$ cat config.mk
export PLATFORM = sky130hd
export DESIGN_NAME = xml_entity_unescape_unit
export DESIGN_NICKNAME = d
export VERILOG_FILES = /design/src/rtl/core/xeu_pkg.sv /design/src/rtl/core/xml_entity_unescape_unit.sv /design/src/rtl/core/xeu_front.sv /design/src/rtl/core/xeu_fifo.sv /design/src/rtl/core/xeu_back.sv
export SDC_FILE = /design/constraint.sdc
export NUM_CORES = 1
export LEC_CHECK = 0
export BUFFER_PORTS_ARGS = -buffer_cell sky130_fd_sc_hd__buf_4
export CORE_AREA = 2 2 121 123
export DETAILED_ROUTE_END_ITERATION = 16
export DIE_AREA = 0 0 123 125
export GPL_TIMING_DRIVEN = 0
export PLACE_DENSITY = 0.73
export SLEW_MARGIN = 15
export SYNTH_ARGS = -nofsm -noshare
export SYNTH_HDL_FRONTEND = slang
export SYNTH_HIERARCHICAL = 1
export SYNTH_SLANG_ARGS = --single-unit
$ cat constraint.sdc
create_clock -name clk -period 6.82 [get_ports clk]
set_input_delay 0.341 -clock clk [delete_from_list [all_inputs] [get_ports clk]]
set_output_delay 0.341 -clock clk [all_outputs]
set_load 0.01 [all_outputs]
$ cat src/rtl/core/xeu_pkg.sv
// shared types and constants for the xml entity unescape unit
`default_nettype none
package xeu_pkg;

  localparam int unsigned ENT_NUM  = 5;
  localparam int unsigned SEQ_LEN  = 6;
  localparam int unsigned HOLD_NUM = 4;

  localparam logic [7:0] AMP_CHAR = 8'h26;
  localparam logic [ENT_NUM-1:0] ALL_ENTS = '1;

  // entity names after the '&', order lt, gt, amp, apos, quot
  localparam logic [7:0] ENT_TEXT [ENT_NUM][5] = '{
    '{8'h6c, 8'h74, 8'h3b, 8'h00, 8'h00},
    '{8'h67, 8'h74, 8'h3b, 8'h00, 8'h00},
    '{8'h61, 8'h6d, 8'h70, 8'h3b, 8'h00},
    '{8'h61, 8'h70, 8'h6f, 8'h73, 8'h3b},
    '{8'h71, 8'h75, 8'h6f, 8'h74, 8'h3b}
  };
  localparam logic [2:0] ENT_SIZE [ENT_NUM] = '{3'd3, 3'd3, 3'd4, 3'd5, 3'd5};
  localparam logic [7:0] ENT_PLAIN [ENT_NUM] = '{8'h3c, 8'h3e, 8'h26, 8'h27, 8'h22};

  // decoded bytes produced by one input item
  typedef struct packed {
    logic [SEQ_LEN-1:0][7:0] seq;
    logic [2:0]              cnt;
    logic                    last;
  } grp_t;

endpackage
`default_nettype wire

$ cat src/rtl/core/xml_entity_unescape_unit.sv
// top level of the xml predefined entity decoder
//
// channel | dir | tdata            | tlast    | tuser
// in_     | in  | [7:0] byte       | in_last  | -
// out_    | out | [7:0] byte       | run_last | [0] text_end
//
// one input item per cycle while the queue has room; an item gives 0 to 6 bytes
// the output side moves one byte per cycle while out_tready is high, so items of more
// than one byte back-pressure the input once the group queue (FIFO_DEPTH entries) fills
// zero-result items (bytes held inside an open entity) push nothing into the queue
// synchronous active-low reset clears matcher state, queue and byte index
`default_nettype none
module xml_entity_unescape_unit #(
  parameter int unsigned FIFO_DEPTH = 2
) (
  input  wire logic       clk,
  input  wire logic       rst_n,
  input  wire logic       in_tvalid,
  output logic            in_tready,
  input  wire logic [7:0] in_tdata,   // [7:0] in_byte
  input  wire logic       in_tlast,
  output logic            out_tvalid,
  input  wire logic       out_tready,
  output logic [7:0]      out_tdata,  // [7:0] out_byte
  output logic            out_tlast,
  output logic [0:0]      out_tuser   // [0] text_end
);
  import xeu_pkg::*;

  grp_t push_grp, head_grp;
  logic push, pop, full, valid;

  xeu_front u_front (
    .clk       (clk),
    .rst_n     (rst_n),
    .in_tvalid (in_tvalid),
    .in_tready (in_tready),
    .in_tdata  (in_tdata),
    .in_tlast  (in_tlast),
    .q_full    (full),
    .q_push    (push),
    .q_grp     (push_grp)
  );

  xeu_fifo #(
    .DEPTH (FIFO_DEPTH)
  ) u_fifo (
    .clk      (clk),
    .rst_n    (rst_n),
    .push     (push),
    .push_grp (push_grp),
    .pop      (pop),
    .full     (full),
    .valid    (valid),
    .head     (head_grp)
  );

  xeu_back u_back (
    .clk        (clk),
    .rst_n      (rst_n),
    .q_valid    (valid),
    .q_head     (head_grp),
    .q_pop      (pop),
    .out_tvalid (out_tvalid),
    .out_tready (out_tready),
    .out_tdata  (out_tdata),
    .out_tlast  (out_tlast),
    .out_tuser  (out_tuser)
  );

endmodule
`default_nettype wire

$ cat src/rtl/core/xeu_front.sv
// front end: entity matcher that turns each input item into a byte group
`default_nettype none
module xeu_front (
  input  wire logic          clk,
  input  wire logic          rst_n,
  input  wire logic          in_tvalid,
  output logic               in_tready,
  input  wire logic [7:0]    in_tdata,
  input  wire logic          in_tlast,
  input  wire logic          q_full,
  output logic               q_push,
  output xeu_pkg::grp_t      q_grp
);
  import xeu_pkg::*;

  logic [ENT_NUM-1:0] mask_r, mask_nxt;
  logic [2:0]         held_cnt_r, cnt_nxt;
  logic [7:0]         held_r [HOLD_NUM];

  logic [7:0]         b;
  logic               acc;
  logic [2:0]         pos;
  logic [ENT_NUM-1:0] keep;
  logic               done_hit;
  logic [2:0]         done_idx;
  logic               flush, tail, hold_we;
  logic [2:0]         flush_n;
  logic [7:0]         tail_b;

  assign b         = in_tdata;
  assign in_tready = !q_full;
  assign acc       = in_tvalid && in_tready;
  assign pos       = held_cnt_r;

  always_comb begin
    keep     = '0;
    done_hit = 1'b0;
    done_idx = '0;
    for (int e = 0; e < ENT_NUM; e++) begin
      if (mask_r[e] && pos < ENT_SIZE[e] && ENT_TEXT[e][pos] == b) begin
        keep[e] = 1'b1;
        if (pos + 3'd1 == ENT_SIZE[e]) begin
          done_hit = 1'b1;
          done_idx = 3'(e);
        end
      end
    end
  end

  always_comb begin
    flush    = 1'b0;
    flush_n  = pos;
    tail     = 1'b0;
    tail_b   = b;
    mask_nxt = mask_r;
    cnt_nxt  = held_cnt_r;
    hold_we  = 1'b0;
    if (mask_r == '0) begin
      if (b == AMP_CHAR) begin
        tail     = in_tlast;
        mask_nxt = in_tlast ? '0 : ALL_ENTS;
        cnt_nxt  = '0;
      end else begin
        tail = 1'b1;
      end
    end else if (done_hit) begin
      tail     = 1'b1;
      tail_b   = ENT_PLAIN[done_idx];
      mask_nxt = '0;
      cnt_nxt  = '0;
    end else if (keep != '0 && pos < 3'(HOLD_NUM)) begin
      hold_we = 1'b1;
      if (in_tlast) begin
        // string ends inside an entity: everything goes out raw
        flush    = 1'b1;
        tail     = 1'b1;
        mask_nxt = '0;
        cnt_nxt  = '0;
      end else begin
        mask_nxt = keep;
        cnt_nxt  = pos + 3'd1;
      end
    end else begin
      // mismatch: raw '&' and held bytes, then the byte as fresh input
      flush = 1'b1;
      if (b == AMP_CHAR) begin
        tail     = in_tlast;
        mask_nxt = in_tlast ? '0 : ALL_ENTS;
      end else begin
        tail     = 1'b1;
        mask_nxt = '0;
      end
      cnt_nxt = '0;
    end
  end

  always_comb begin
    q_grp.seq[0] = flush ? AMP_CHAR : tail_b;
    for (int k = 1; k < SEQ_LEN; k++) begin
      if (k <= HOLD_NUM) begin
        q_grp.seq[k] = held_r[k-1];
      end else begin
        q_grp.seq[k] = tail_b;
      end
      if (flush && flush_n + 3'd1 == 3'(k)) begin
        q_grp.seq[k] = tail_b;
      end
    end
    q_grp.cnt  = (flush ? flush_n + 3'd1 : 3'd0) + {2'b00, tail};
    q_grp.last = in_tlast;
  end

  assign q_push = acc && (flush || tail);

  always_ff @(posedge clk) begin
    if (!rst_n) begin
      mask_r     <= '0;
      held_cnt_r <= '0;
    end else if (acc) begin
      mask_r     <= mask_nxt;
      held_cnt_r <= cnt_nxt;
    end
  end

  always_ff @(posedge clk) begin
    if (acc && hold_we) begin
      held_r[pos[1:0]] <= b;
    end
  end

endmodule
`default_nettype wire

$ cat src/rtl/core/xeu_fifo.sv
// short queue of byte groups between matcher and serializer
`default_nettype none
module xeu_fifo #(
  parameter int unsigned DEPTH = 2
) (
  input  wire logic          clk,
  input  wire logic          rst_n,
  input  wire logic          push,
  input  wire xeu_pkg::grp_t push_grp,
  input  wire logic          pop,
  output logic               full,
  output logic               valid,
  output xeu_pkg::grp_t      head
);
  import xeu_pkg::*;

  localparam int unsigned PW = (DEPTH > 1) ? $clog2(DEPTH) : 1;
  localparam int unsigned CW = $clog2(DEPTH + 1);

  grp_t          mem_r [DEPTH];
  logic [PW-1:0] wr_ptr_r, rd_ptr_r;
  logic [CW-1:0] cnt_r;
  logic          do_push, do_pop;

  assign full    = cnt_r == CW'(DEPTH);
  assign valid   = cnt_r != '0;
  assign head    = mem_r[rd_ptr_r];
  assign do_push = push && !full;
  assign do_pop  = pop && valid;

  always_ff @(posedge clk) begin
    if (!rst_n) begin
      wr_ptr_r <= '0;
      rd_ptr_r <= '0;
      cnt_r    <= '0;
    end else begin
      if (do_push) begin
        wr_ptr_r <= (wr_ptr_r == PW'(DEPTH - 1)) ? '0 : wr_ptr_r + 1'b1;
      end
      if (do_pop) begin
        rd_ptr_r <= (rd_ptr_r == PW'(DEPTH - 1)) ? '0 : rd_ptr_r + 1'b1;
      end
      cnt_r <= cnt_r + CW'(do_push) - CW'(do_pop);
    end
  end

  always_ff @(posedge clk) begin
    if (do_push) begin
      mem_r[wr_ptr_r] <= push_grp;
    end
  end

endmodule
`default_nettype wire

$ cat src/rtl/core/xeu_back.sv
// back end: gives out the bytes of the head group one per cycle while out_tready is high
`default_nettype none
module xeu_back (
  input  wire logic          clk,
  input  wire logic          rst_n,
  input  wire logic          q_valid,
  input  wire xeu_pkg::grp_t q_head,
  output logic               q_pop,
  output logic               out_tvalid,
  input  wire logic          out_tready,
  output logic [7:0]         out_tdata,
  output logic               out_tlast,
  output logic [0:0]         out_tuser
);
  import xeu_pkg::*;

  logic [2:0] idx_r, idx_nxt;
  logic       acc;

  assign out_tvalid   = q_valid;
  assign out_tdata    = q_head.seq[idx_r];
  assign out_tlast    = idx_r == q_head.cnt - 3'd1;
  assign out_tuser[0] = out_tlast && q_head.last;
  assign acc          = out_tvalid && out_tready;
  assign q_pop        = acc && out_tlast;

  always_comb begin
    idx_nxt = idx_r;
    if (acc) begin
      idx_nxt = out_tlast ? 3'd0 : idx_r + 3'd1;
    end
  end

  always_ff @(posedge clk) begin
    if (!rst_n) begin
      idx_r <= '0;
    end else begin
      idx_r <= idx_nxt;
    end
  end

endmodule
`default_nettype wire

# Word level (Yosys, flattened, before mapping)
# Memories as Yosys holds them, arrays and structs flattened. A register that Yosys moved wholly into a read port is not among the register bits.
# Index checks and enable logic that the tools add are counted.
[word_totals]
register_bits = 15
ram_bits = 136
romBits = 384
inputBits = 13
word_cells = 150
mem_count = 8
[op_classes]
add_sub_neg = 8
order_cmp = 6
n_eq_ne = 14
muxes = 77
n_bitwise = 2
n_reduce_logical = 29
[memory_table]
columns = ["memory", "words", "width", "rd", "rd_ports_with_merged_regs", "wr", "line", "source"]
rows = [
  ["u_fifo.mem_r", 2, 52, 1, 1, 1, "xeu_fifo.sv:20", "grp_t mem_r [DEPTH];"],
  ["(name not given)", 8, 8, 1, 0, 0, "xeu_front.sv:68", "tail_b = ENT_PLAIN[done_idx];"],
  ["(name not given)", 8, 8, 1, 0, 0, "xeu_front.sv:40", "if (mask_r[e] && pos < ENT_SIZE[e] && ENT_TEXT[e][pos] == b) begin"],
  ["(name not given)", 8, 8, 1, 0, 0, "xeu_front.sv:40", ""],
  ["(name not given)", 8, 8, 1, 0, 0, "xeu_front.sv:40", ""],
  ["(name not given)", 8, 8, 1, 0, 0, "xeu_front.sv:40", ""],
  ["+2 memories", "--", "--", "--", "--", "--", "--", ""],
]
[ops]
columns = ["cell", "n"]
rows = [
  ["$mux W8", 20],
  ["$mux W3", 14],
  ["$eq A8 B8 Y1", 5],
  ["$mux W1", 35],
  ["$mux W5", 7],
  ["$bmux W8 S3", 1],
  ["$logic_and A1 B1 Y1", 23],
  ["$eq A8 B6 Y1 const B", 1],
  ["$ge A4 B4 Y1 const B", 2],
  ["$not A3 Y4", 2],
  ["$add A3 B1 Y3 const B", 2],
  ["$eq A3 B2 Y1 const B", 2],
  ["$eq A3 B3 Y1 const B", 2],
  ["$lt A3 B3 Y1 const B", 2],
  ["$logic_not A5 Y1", 1],
  ["$reduce_bool A5 Y1", 1],
  ["$lt A3 B4 Y1 const B", 1],
  ["$add A3 B1 Y3", 1],
  ["$eq A3 B1 Y1 const B", 1],
  ["$eq A3 B3 Y1", 1],
  ["$lt A3 B2 Y1 const B", 1],
  ["$sub A3 B1 Y3 const B", 1],
  ["$add A1 B1 Y1 const B", 2],
  ["$add A2 B1 Y2", 1],
  ["other kinds (7)", 7],
]

# Depth between registers and ports, before layout
# Gate-level depths: netlist (run 1).
[logic_depth]
word_depth = 22
depth_mapped = 20
ltp_nobuf = 18

# Modules after synthesis
# The synthesis (run 1) kept the hierarchy.
[modules_own_cells]
columns = ["module", "n_inst", "cells_each", "area_per_inst_um2", "seq_area_each_um2"]
rows = [
  ["xeu_fifo", 1, 189, 4244.1, 3223.1],
  ["xeu_front", 1, 272, 2961.6, 1121.1],
  ["xeu_back", 1, 70, 680.7, 60.1],
]

# Worst setup path before layout (run 1)
# No wires, ideal clock.
[synth_path]
kind = "reg-to-reg"
startpoint = "register u_front.held_cnt_r[0], in the netlist u_front/flush_n[0]"
endpoint = "memory u_fifo/mem_r[0][0] (netlist bit) (enable)"
arrival_time_ns = 4.874
t_required_ns = 6.358
setup_slack_ns = 1.484
stages_incl_launch_ff = 16
n_path_buf = 4
period_less_slack_ns = 5.336
cell_sequence = "dfxtp_1 -> buf_6 -> inv_2 -> ha_1 -> buf_4 -> and3_1 -> o2111ai_1 -> o31a_1 -> a21oi_1 -> o31ai_4 -> o21a_1 -> buf_6 -> buf_2 -> o21ba_1 -> nand2_1 -> nor2_1"
[synth_between]
elab_chain_len = 22
word_cells_on_any_way = 66
classes_between = "1 x add/sub; 3 x order compare; 8 x eq/ne; 33 x mux; 1 x bitwise; 15 x reduce/logical; 5 x memory"
[synth_lines]
columns = ["element", "line", "source"]
rows = [
  ["start: declaration", "xeu_front.sv:17", "logic [2:0] held_cnt_r, cnt_nxt;"],
  ["start signal: assignment", "xeu_front.sv:121", "held_cnt_r <= cnt_nxt;"],
  ["$not A3 Y4 (not written as such)", "xeu_front.sv:40", ""],
  ["$mem_v2 Z8 W8", "--", ""],
  ["$mux W8 (not written as such) (2 in series)", "xeu_front.sv:40", ""],
  ["$eq A8 B8 Y1", "xeu_front.sv:40", ""],
  ["$logic_and A1 B1 Y1", "xeu_front.sv:40", ""],
  ["$mux W1", "xeu_front.sv:40", ""],
  ["$mux W1", "xeu_front.sv:42", "if (pos + 3'd1 == ENT_SIZE[e]) begin"],
  ["$mux W1", "xeu_front.sv:40", ""],
  ["[6 not listed]", "--", ""],
  ["$mux W1", "xeu_front.sv:66", "end else if (done_hit) begin"],
  ["$mux W1", "xeu_front.sv:58", "if (mask_r == '0) begin"],
  ["$logic_or A1 B1 Y1 (*)", "xeu_front.sv:113", "assign q_push = acc && (flush || tail);"],
  ["$logic_and A1 B1 Y1 (*)", "xeu_front.sv:113", ""],
  ["via push", "xml_entity_unescape_unit.sv:31", "logic push, pop, full, valid;"],
  ["$logic_and A1 B1 Y1 (*)", "xeu_fifo.sv:28", "assign do_push = push && !full;"],
  ["$mux W1 (*)", "xeu_fifo.sv:48", "if (do_push) begin"],
  ["$mux W1 (not written as such) (*)", "xeu_fifo.sv:49", "mem_r[wr_ptr_r] <= push_grp;"],
  ["end: declaration", "xeu_fifo.sv:20", ""],
]
# Mark *: on every way through the listed nets, which the timed path passes. The rest lies on a longest branch. The select of a mux whose other input is x is not followed.

# Final worst setup path (run 1)
[layout_path]
startpoint = "register u_front.held_cnt_r[0], in the netlist u_front/flush_n[0]"
endpoint = "register u_fifo.cnt_r[1]"
[layout_between]
elab_chain_len = 22
word_cells_on_any_way = 66
classes_between = "3 x add/sub; 3 x order compare; 8 x eq/ne; 31 x mux; 1 x bitwise; 15 x reduce/logical; 5 x memory"
[layout_lines]
columns = ["element", "line", "source"]
rows = [
  ["$not A3 Y4 (not written as such)", "xeu_front.sv:40", ""],
  ["$mem_v2 Z8 W8", "--", ""],
  ["$mux W8 (not written as such) (2 in series)", "xeu_front.sv:40", ""],
  ["$eq A8 B8 Y1", "xeu_front.sv:40", ""],
  ["$logic_and A1 B1 Y1", "xeu_front.sv:40", ""],
  ["$mux W1", "xeu_front.sv:40", ""],
  ["$mux W1", "xeu_front.sv:42", ""],
  ["$mux W1", "xeu_front.sv:40", ""],
  ["[6 not listed]", "--", ""],
  ["$mux W1", "xeu_front.sv:66", ""],
  ["$mux W1", "xeu_front.sv:58", ""],
  ["$logic_or A1 B1 Y1 (*)", "xeu_front.sv:113", ""],
  ["$logic_and A1 B1 Y1 (*)", "xeu_front.sv:113", ""],
  ["via push", "xml_entity_unescape_unit.sv:31", ""],
  ["$logic_and A1 B1 Y1 (*)", "xeu_fifo.sv:28", ""],
  ["$add A2 B1 Y2 (*)", "xeu_fifo.sv:43", "cnt_r <= cnt_r + CW'(do_push) - CW'(do_pop);"],
  ["$sub A2 B1 Y2 (*)", "xeu_fifo.sv:43", ""],
  ["end signal: assignment", "xeu_fifo.sv:43", ""],
  ["end: declaration", "xeu_fifo.sv:22", "logic [CW-1:0] cnt_r;"],
]
# Marked as above.
# A chain may end at the register's enable or synchronous reset.

==> results of run 1 <==
state kept, by name, indices dropped and copies added (netlist names), named ones only:
register	flops
u_fifo/rd_ptr_r	1
u_fifo/wr_ptr_r	1
u_fifo/cnt_r	2
u_back/idx_r	3
u_front/mask_r	5
u_fifo/mem_r	104
u_front/held_r	32
u_front/flush_n	3
layer usage:
metal | share of wire, % | GRT usage [%] | wire length [um]
met1 | 42 | 29.15 | 6907
met2 | 50 | 37.44 | 8223
met3 | 5.7 | 4.836 | 925
met4 | 1.8 | 7.754 | 301
met5 | 0 | 0 | 0
kinds of logic (layout without fill, tap and decap cells):
family	after synthesis	in the layout	synth area share, %
XOR/XNOR	23	23	2.983
multiplexers	101	101	19.13
flip-flops	152	152	55.85
AND/OR/NAND/NOR	117	117	8.821
buffers and inverters	57	115	4.791
adder cells (fa/ha/maj)	15	15	2.380
AO/OA/AOI/OAI	66	66	6.045
cell usage in the layout, fill, tap and decap left out, drive strengths merged, types with 11 or more instances in the layout:
master,count
inv,26
clkbuf,24
edfxtp,136
xnor2,12
mux2,84
dfxtp,16
nor3,12
and2,11
ha,15
nor2,15
nand2,23
o21ai,12
buf,54
cell type report:
class / instances / area share (%)
Sequential cell: 152 / 49.31
Inverter: 26 / 1.093
Timing Repair Buffer: 27 / 2.493
Buffer: 31 / 3.138
Clock inverter: 11 / 1.471
Clock buffer: 20 / 4.889
Tap cell: 184 / 2.577
Multi-Input combinational cell: 322 / 35.03
cells in the mapped netlist, types with 4 or more instances:
cell	number
mux2_4	74
inv_1	24
and3_1	5
mux2_1	8
xor2_1	10
o21a_1	7
clkbuf_1	4
edfxtp_1	136
mux2i_1	9
dfxtp_1	16
ha_1	15
or2_2	4
o22ai_1	10
nand2_1	22
buf_2	9
mux4_1	4
mux4_2	4
nor3_1	11
nor2_1	14
nand3_1	5
a21oi_1	9
nand2b_1	6
and2_1	11
nor4_1	7
buf_6	8
nor2b_1	6
nand4_1	4
o21ai_0	9
xnor2_1	11
buf_12	5
worst max-delay path by stage:
stage / slack [ps] / to / cells past startpoint / start
6_report: 2430 / u_fifo/cnt_r[1] / 20 / u_front/flush_n[0]
5_1_grt: 2190 / u_fifo/cnt_r[1] / 19 / u_front/flush_n[1]
3_3_place_gp: -310 / u_fifo/mem_r[0][36] / 15 / u_front/flush_n[0]
3_5_place_dp: 2480 / u_fifo/cnt_r[1] / 19 / u_front/flush_n[1]
2_1_floorplan: 1480 / u_fifo/mem_r[0][0] / 15 / u_front/flush_n[0]
4_1_cts: 2460 / u_fifo/cnt_r[1] / 19 / u_front/flush_n[1]
power by group through the flow:
stage	clock (mW)	sequential [mW]	combinational [mW]
floorplan	0	1.23	0.536
global placement	0	1.24	0.696
detailed placement	0	1.24	0.735
CTS	0.925	1.22	0.739
global route	0.962	1.23	0.793
finish	0.912	1.22	0.731
per-stage QoR:
stage	worst slack, ps	hold slack [ps]	cell area (um2)
6_report	2427	106.4	8932
3_3_place_gp	-313.5	465.2	8289
5_1_grt	2186	92.03	8932
4_1_cts	2457	84.22	8932
2_1_floorplan	1484	439.9	7886
3_5_place_dp	2476	525.7	8364
critical path: cells and delay by family (launching register included):
family                   cells  cell delay, ps
XOR/XNOR                     2             290
flip-flops                   1             560
AO/OA/AOI/OAI                4             870
AND/OR/NAND/NOR              5             920
buffers and inverters        6             970
adder cells (fa/ha/maj)      3             710
==> results.ini, run 1 <==
[placed_design]
io_buffers=23
place_inst=742
gp_congestion=0.9162
hpwl_um=11070

[pwr]
p_int_mw=2.100
switchingPower_mw=0.7641
power.density_nw_per_um2=320.6
p_seq_share_pct=42.6
swShare_pct=26.68
comb_power_share_pct=25.5
p_total_mw=2.864
leakage_nw=3.345
clock_power_share_pct=31.8
peakVddDrop_v=0.0001876

[synthesis]
ys_types=75
ys_ff_latch=152
ys.warnings.count=6
netlist_top_cells_area=edfxtp_1, mux2_4, dfxtp_1
synth_cells=531
syn_nets=559
syn-cell-area_um2=7886
yosysSeqAreaShare_pct=55.85
synthFlopType=edfxtp_1
async_flop_share_pct=0
yosys.area.top_type=edfxtp_1
synth_edf_count=136
postSynthAreaPerCell_um2=14.85
synth_top_area_share_pct=51.78

[die]
row_count=44
die_width_um=123
ios=25
core_um2=14200
die_y_um=125
dieArea_um2=15380
start_util_pct=55.52

[worst_setup_path]
crit_fanout=10
cp_slowest_cell=dfxtp_1
crit_chain=buf_6 > inv_2 > ha_1 > buf_4 > xor2_1 > o41ai_1 > o2111ai_2 > nor2_2 > nor4_2 > o21a_1 > buf_6 > buf_2 > o21ba_1 > nand2_1 > ha_1 > inv_1 > ha_1 > xor2_1 > and2_1 > nor3_1
cpPeakStageDelay_ps=560
crit_required_ps=7170
reg2reg_from=u_front/flush_n[0]
start_kind=flop
path_common_cell=ha_1
cp.arrival_ps=4740
path_class=reg -> reg
rr_worst_depth=20
end_kind=flop
worst-r2r-setup-slack_ps=2430
r2r-end=u_fifo/cnt_r[1]

[sta]
rsz0062_at_grt=false
tightest_slew_ps=801.7
fmax_mhz=227.6
clock-skew-final_ps=8.717
worst_slew_margin_rel_pct=46.11
period_share_pct=64.42
tns_ps=0
setup_violations=0
slew_viol_final=0
hold_viol_final=0
finalCriticalPeriod_ps=4393

[cells_and_area]
register_area_um2=4404
num-nets-final=605
areaGrowthSynthToFinish_pct=13.26
antennaDiodeCount=0
n_fill_cell=1050
final_util_pct=62.89
drive_gt1_share_pct=30.22
multi_input_area_um2=3129
final_cells=773

[job]
drv_cap=0

[clock_tree]
cts_tree=yes
cts_buffers=17
cts.path.max_buffers=2
cts_root_buf=clkbuf_16
clkTransAtPathRegs_ps=60
insertion_delay_ps=420
cts_sinks=152
cts_setup_buffers=0
ctsResizeCount=0
htreeDepth=4
cts_hold_buf=0

[route]
antenna_left=0
wl_um=16360
routed_via_density=5.893
dr.pass1.iters=5
vias=4555
drt_iter0_drc=291
wl_per_cell_um=21.16
drc=0

[global_routing]
grt_pass1_vias=4545
grt_use_total_pct=22.49
grt_overflow_total=0
grt_pass1_wl_um=25450
antenna_found_initial=0
grt_max_degree=53

[hold_path]
hold_depth=1
hold_end=u_fifo/mem_r[0][0]
holdCritStartpoint=in_tlast
worstHoldPathType=in -> reg

[run_status]
status=completed

No activity file was read; power rests on OpenSTA's default activity.
==> inputs of run 2 (changes only) <==
==> constraint.sdc (replaced) <==
create_clock -name clk -period 4.52 [get_ports clk]
set_input_delay 0.226 -clock clk [delete_from_list [all_inputs] [get_ports clk]]
set_output_delay 0.226 -clock clk [all_outputs]
set_load 0.01 [all_outputs]
==> results.ini, run 2 (synthesis results as in run 1) <==
[run_status]
status=completed

[placed_design]
place_ws_ps=-166.5  ; -2642 ps
hpwl_um=11490  ; +3.8%
io_buffers=23  ; unchanged
postPlaceCellArea_um2=8382  ; +0.21%
gp_congestion=0.9194  ; +0.35%

[sta]
rsz0062_at_grt=false
worst_slew_margin_rel_pct=46.60  ; +0.49 points
whs_ps=24.68  ; -81.71 ps
fmax_mhz=233.9  ; +2.7%
clock-skew-final_ps=7.519  ; -1.197 ps
setup_violations=0  ; unchanged
finalCriticalPeriod_ps=4276  ; -117.3 ps
tns_ps=0  ; unchanged
worst_slack_ps=243.9  ; -2183 ps
period_share_pct=94.60  ; +30 points
hold_viol_final=0  ; unchanged
slew_viol_final=0  ; unchanged
tightest_slew_ps=794.4  ; -7.265 ps

[route]
vias=4514  ; -0.90%
drc=0  ; unchanged
antenna_left=0  ; unchanged
dr.pass1.iters=5  ; unchanged
drt_iter0_drc=381  ; +31%
wl_per_cell_um=21.98  ; +3.9%
routed_via_density=5.817  ; -1.3%
wl_um=17060  ; +4.3%

[global_routing]
grt_pass1_vias=4676  ; +2.9%
grt_use_total_pct=23.43  ; +0.94 points
grt_overflow_total=0  ; unchanged
antenna_found_initial=0  ; unchanged
grt_pass1_wl_um=26340  ; +3.5%
grt_max_degree=53  ; unchanged

[clock_tree]
cts_buffers=17  ; unchanged
htreeDepth=4  ; unchanged
cts_tree=yes
cts_root_buf=clkbuf_16
insertion_delay_ps=420  ; about the same
cts.path.max_buffers=2  ; unchanged
clkTransAtPathRegs_ps=60  ; about the same
cts_sinks=152  ; unchanged

[pwr]
p_int_mw=3.303  ; +57%
comb_power_share_pct=25.1  ; -0.4 points
p_seq_share_pct=41.1  ; -1.5 points
switchingPower_mw=1.182  ; +55%
leakage_nw=3.388  ; +1.3%
swShare_pct=26.36  ; -0.32 points
power.density_nw_per_um2=495.3  ; +54%
peakVddDrop_v=0.0002840  ; +51%
clock_power_share_pct=33.7  ; +1.9 points

[die]
start_util_pct=55.52  ; unchanged
die_y_um=125  ; unchanged
die_width_um=123  ; unchanged
ios=25  ; unchanged
row_count=44  ; unchanged
core_um2=14200  ; unchanged
dieArea_um2=15380  ; unchanged

[worst_setup_path]
crit_fanout=10  ; unchanged
start_kind=flop
cp.arrival_ps=4610  ; -130 ps
reg2reg_from=u_front/flush_n[0]
end_kind=flop
r2r-end=u_fifo/cnt_r[1]
rr_worst_depth=19  ; -5.0%
crit_required_ps=4860  ; -2310 ps
path_class=reg -> reg
worst-r2r-setup-slack_ps=240  ; -2180 ps

[cells_and_area]
areaGrowthSynthToFinish_pct=14.83
top_register=u_fifo/mem_r
largest_reg_flops=104  ; unchanged
final_cell_mix=edfxtp_1, mux2_4, buf_4
num-nets-final=607  ; +0.33%
drive_gt1_share_pct=31.59  ; +1.4 points
final_area_um2=9056  ; +1.4%
mostFrequentLayoutCell=edfxtp_1
antennaDiodeCount=0  ; unchanged

[job]
drv_cap=0  ; unchanged

[hold_path]
hold_depth=1  ; unchanged
holdCritStartpoint=in_tdata[6]
worstHoldPathType=in -> reg
hold_end=u_front/held_r[2][6]

[run 2: worst max-delay path by stage]
stage / end / startpoint / slack (ps)
detailed placement: u_fifo/mem_r[0][20] / u_front/flush_n[0] / -170
CTS: u_fifo/cnt_r[1] / u_front/flush_n[0] / 50
global placement: u_fifo/mem_r[0][20] / u_front/flush_n[0] / -1300
finish: u_fifo/cnt_r[1] / u_front/flush_n[0] / 240
floorplan: u_fifo/mem_r[0][0] / u_front/flush_n[0] / 50
global route: u_fifo/cnt_r[1] / u_front/flush_n[0] / 10
[run 2: timing repair]
action | in CTS | in global routing
endpoints found under the hold margin | 2 | 0
setup endpoints to repair | 34 | 89
pin swaps | 1 | 2
hold buffers | 1 | 0
setup buffers | 1 | 1
resized for setup | 0 | 4
[run 2: stage by stage]
| step | cells | util, % | total power [mW] |
|---|---|---|---|
| floorplan | 531 | - | 2.658 |
| global placement | 738 | 58.38 | 2.917 |
| detailed placement | 742 | 59.01 | 2.993 |
| CTS | 776 | 63.62 | 4.512 |
| global route | 776 | 63.76 | 4.670 |
| finish | 776 | 63.76 | 4.485 |
[run 2: layout make-up]
| cell class | instances | area, um2 |
|---|---|---|
| fillers | 1031 | 5147 |
| well taps | 184 | 230.2 |
| flip-flops and latches | 152 | 4407 |
| clock buffers | 20 | 436.7 |
| clock inverters | 12 | 200.2 |
| repair buffers | 30 | 265.3 |
| inverters | 26 | 97.59 |
| multi-input cells | 322 | 3144 |
| plain buffers | 30 | 275.3 |
[run 2: per-layer routing]
layer	part of all wire (%)	global-route usage, %
met1	42	29.48
met2	52	40.04
met3	4.2	5.976
met4	1.7	6.484
met5	0	0
[run 2: critical path, stage by stage (launching register included)]
cell and delay [ps]:
dfxtp_2 470, buf_6 190, inv_2 110, ha_1 230
buf_4 170, xor2_1 140, o41ai_1 430, o2111ai_2 320
a21boi_1 230, o21ai_1 120, nand2_1 310, a211o_1 180
o21ba_1 160, nand2_1 140, ha_1 330, inv_1 40
ha_1 180, xor2_1 140, and2_1 150, nor3_1 130
[run 2: power groups by stage]
stage | Clock [mW] | Combinational [mW] | Sequential, mW
finish | 1.51 | 1.13 | 1.85
global route | 1.59 | 1.22 | 1.86
CTS | 1.53 | 1.13 | 1.84
detailed placement | 0 | 1.12 | 1.87
global placement | 0 | 1.05 | 1.87
floorplan | 0 | 0.809 | 1.85
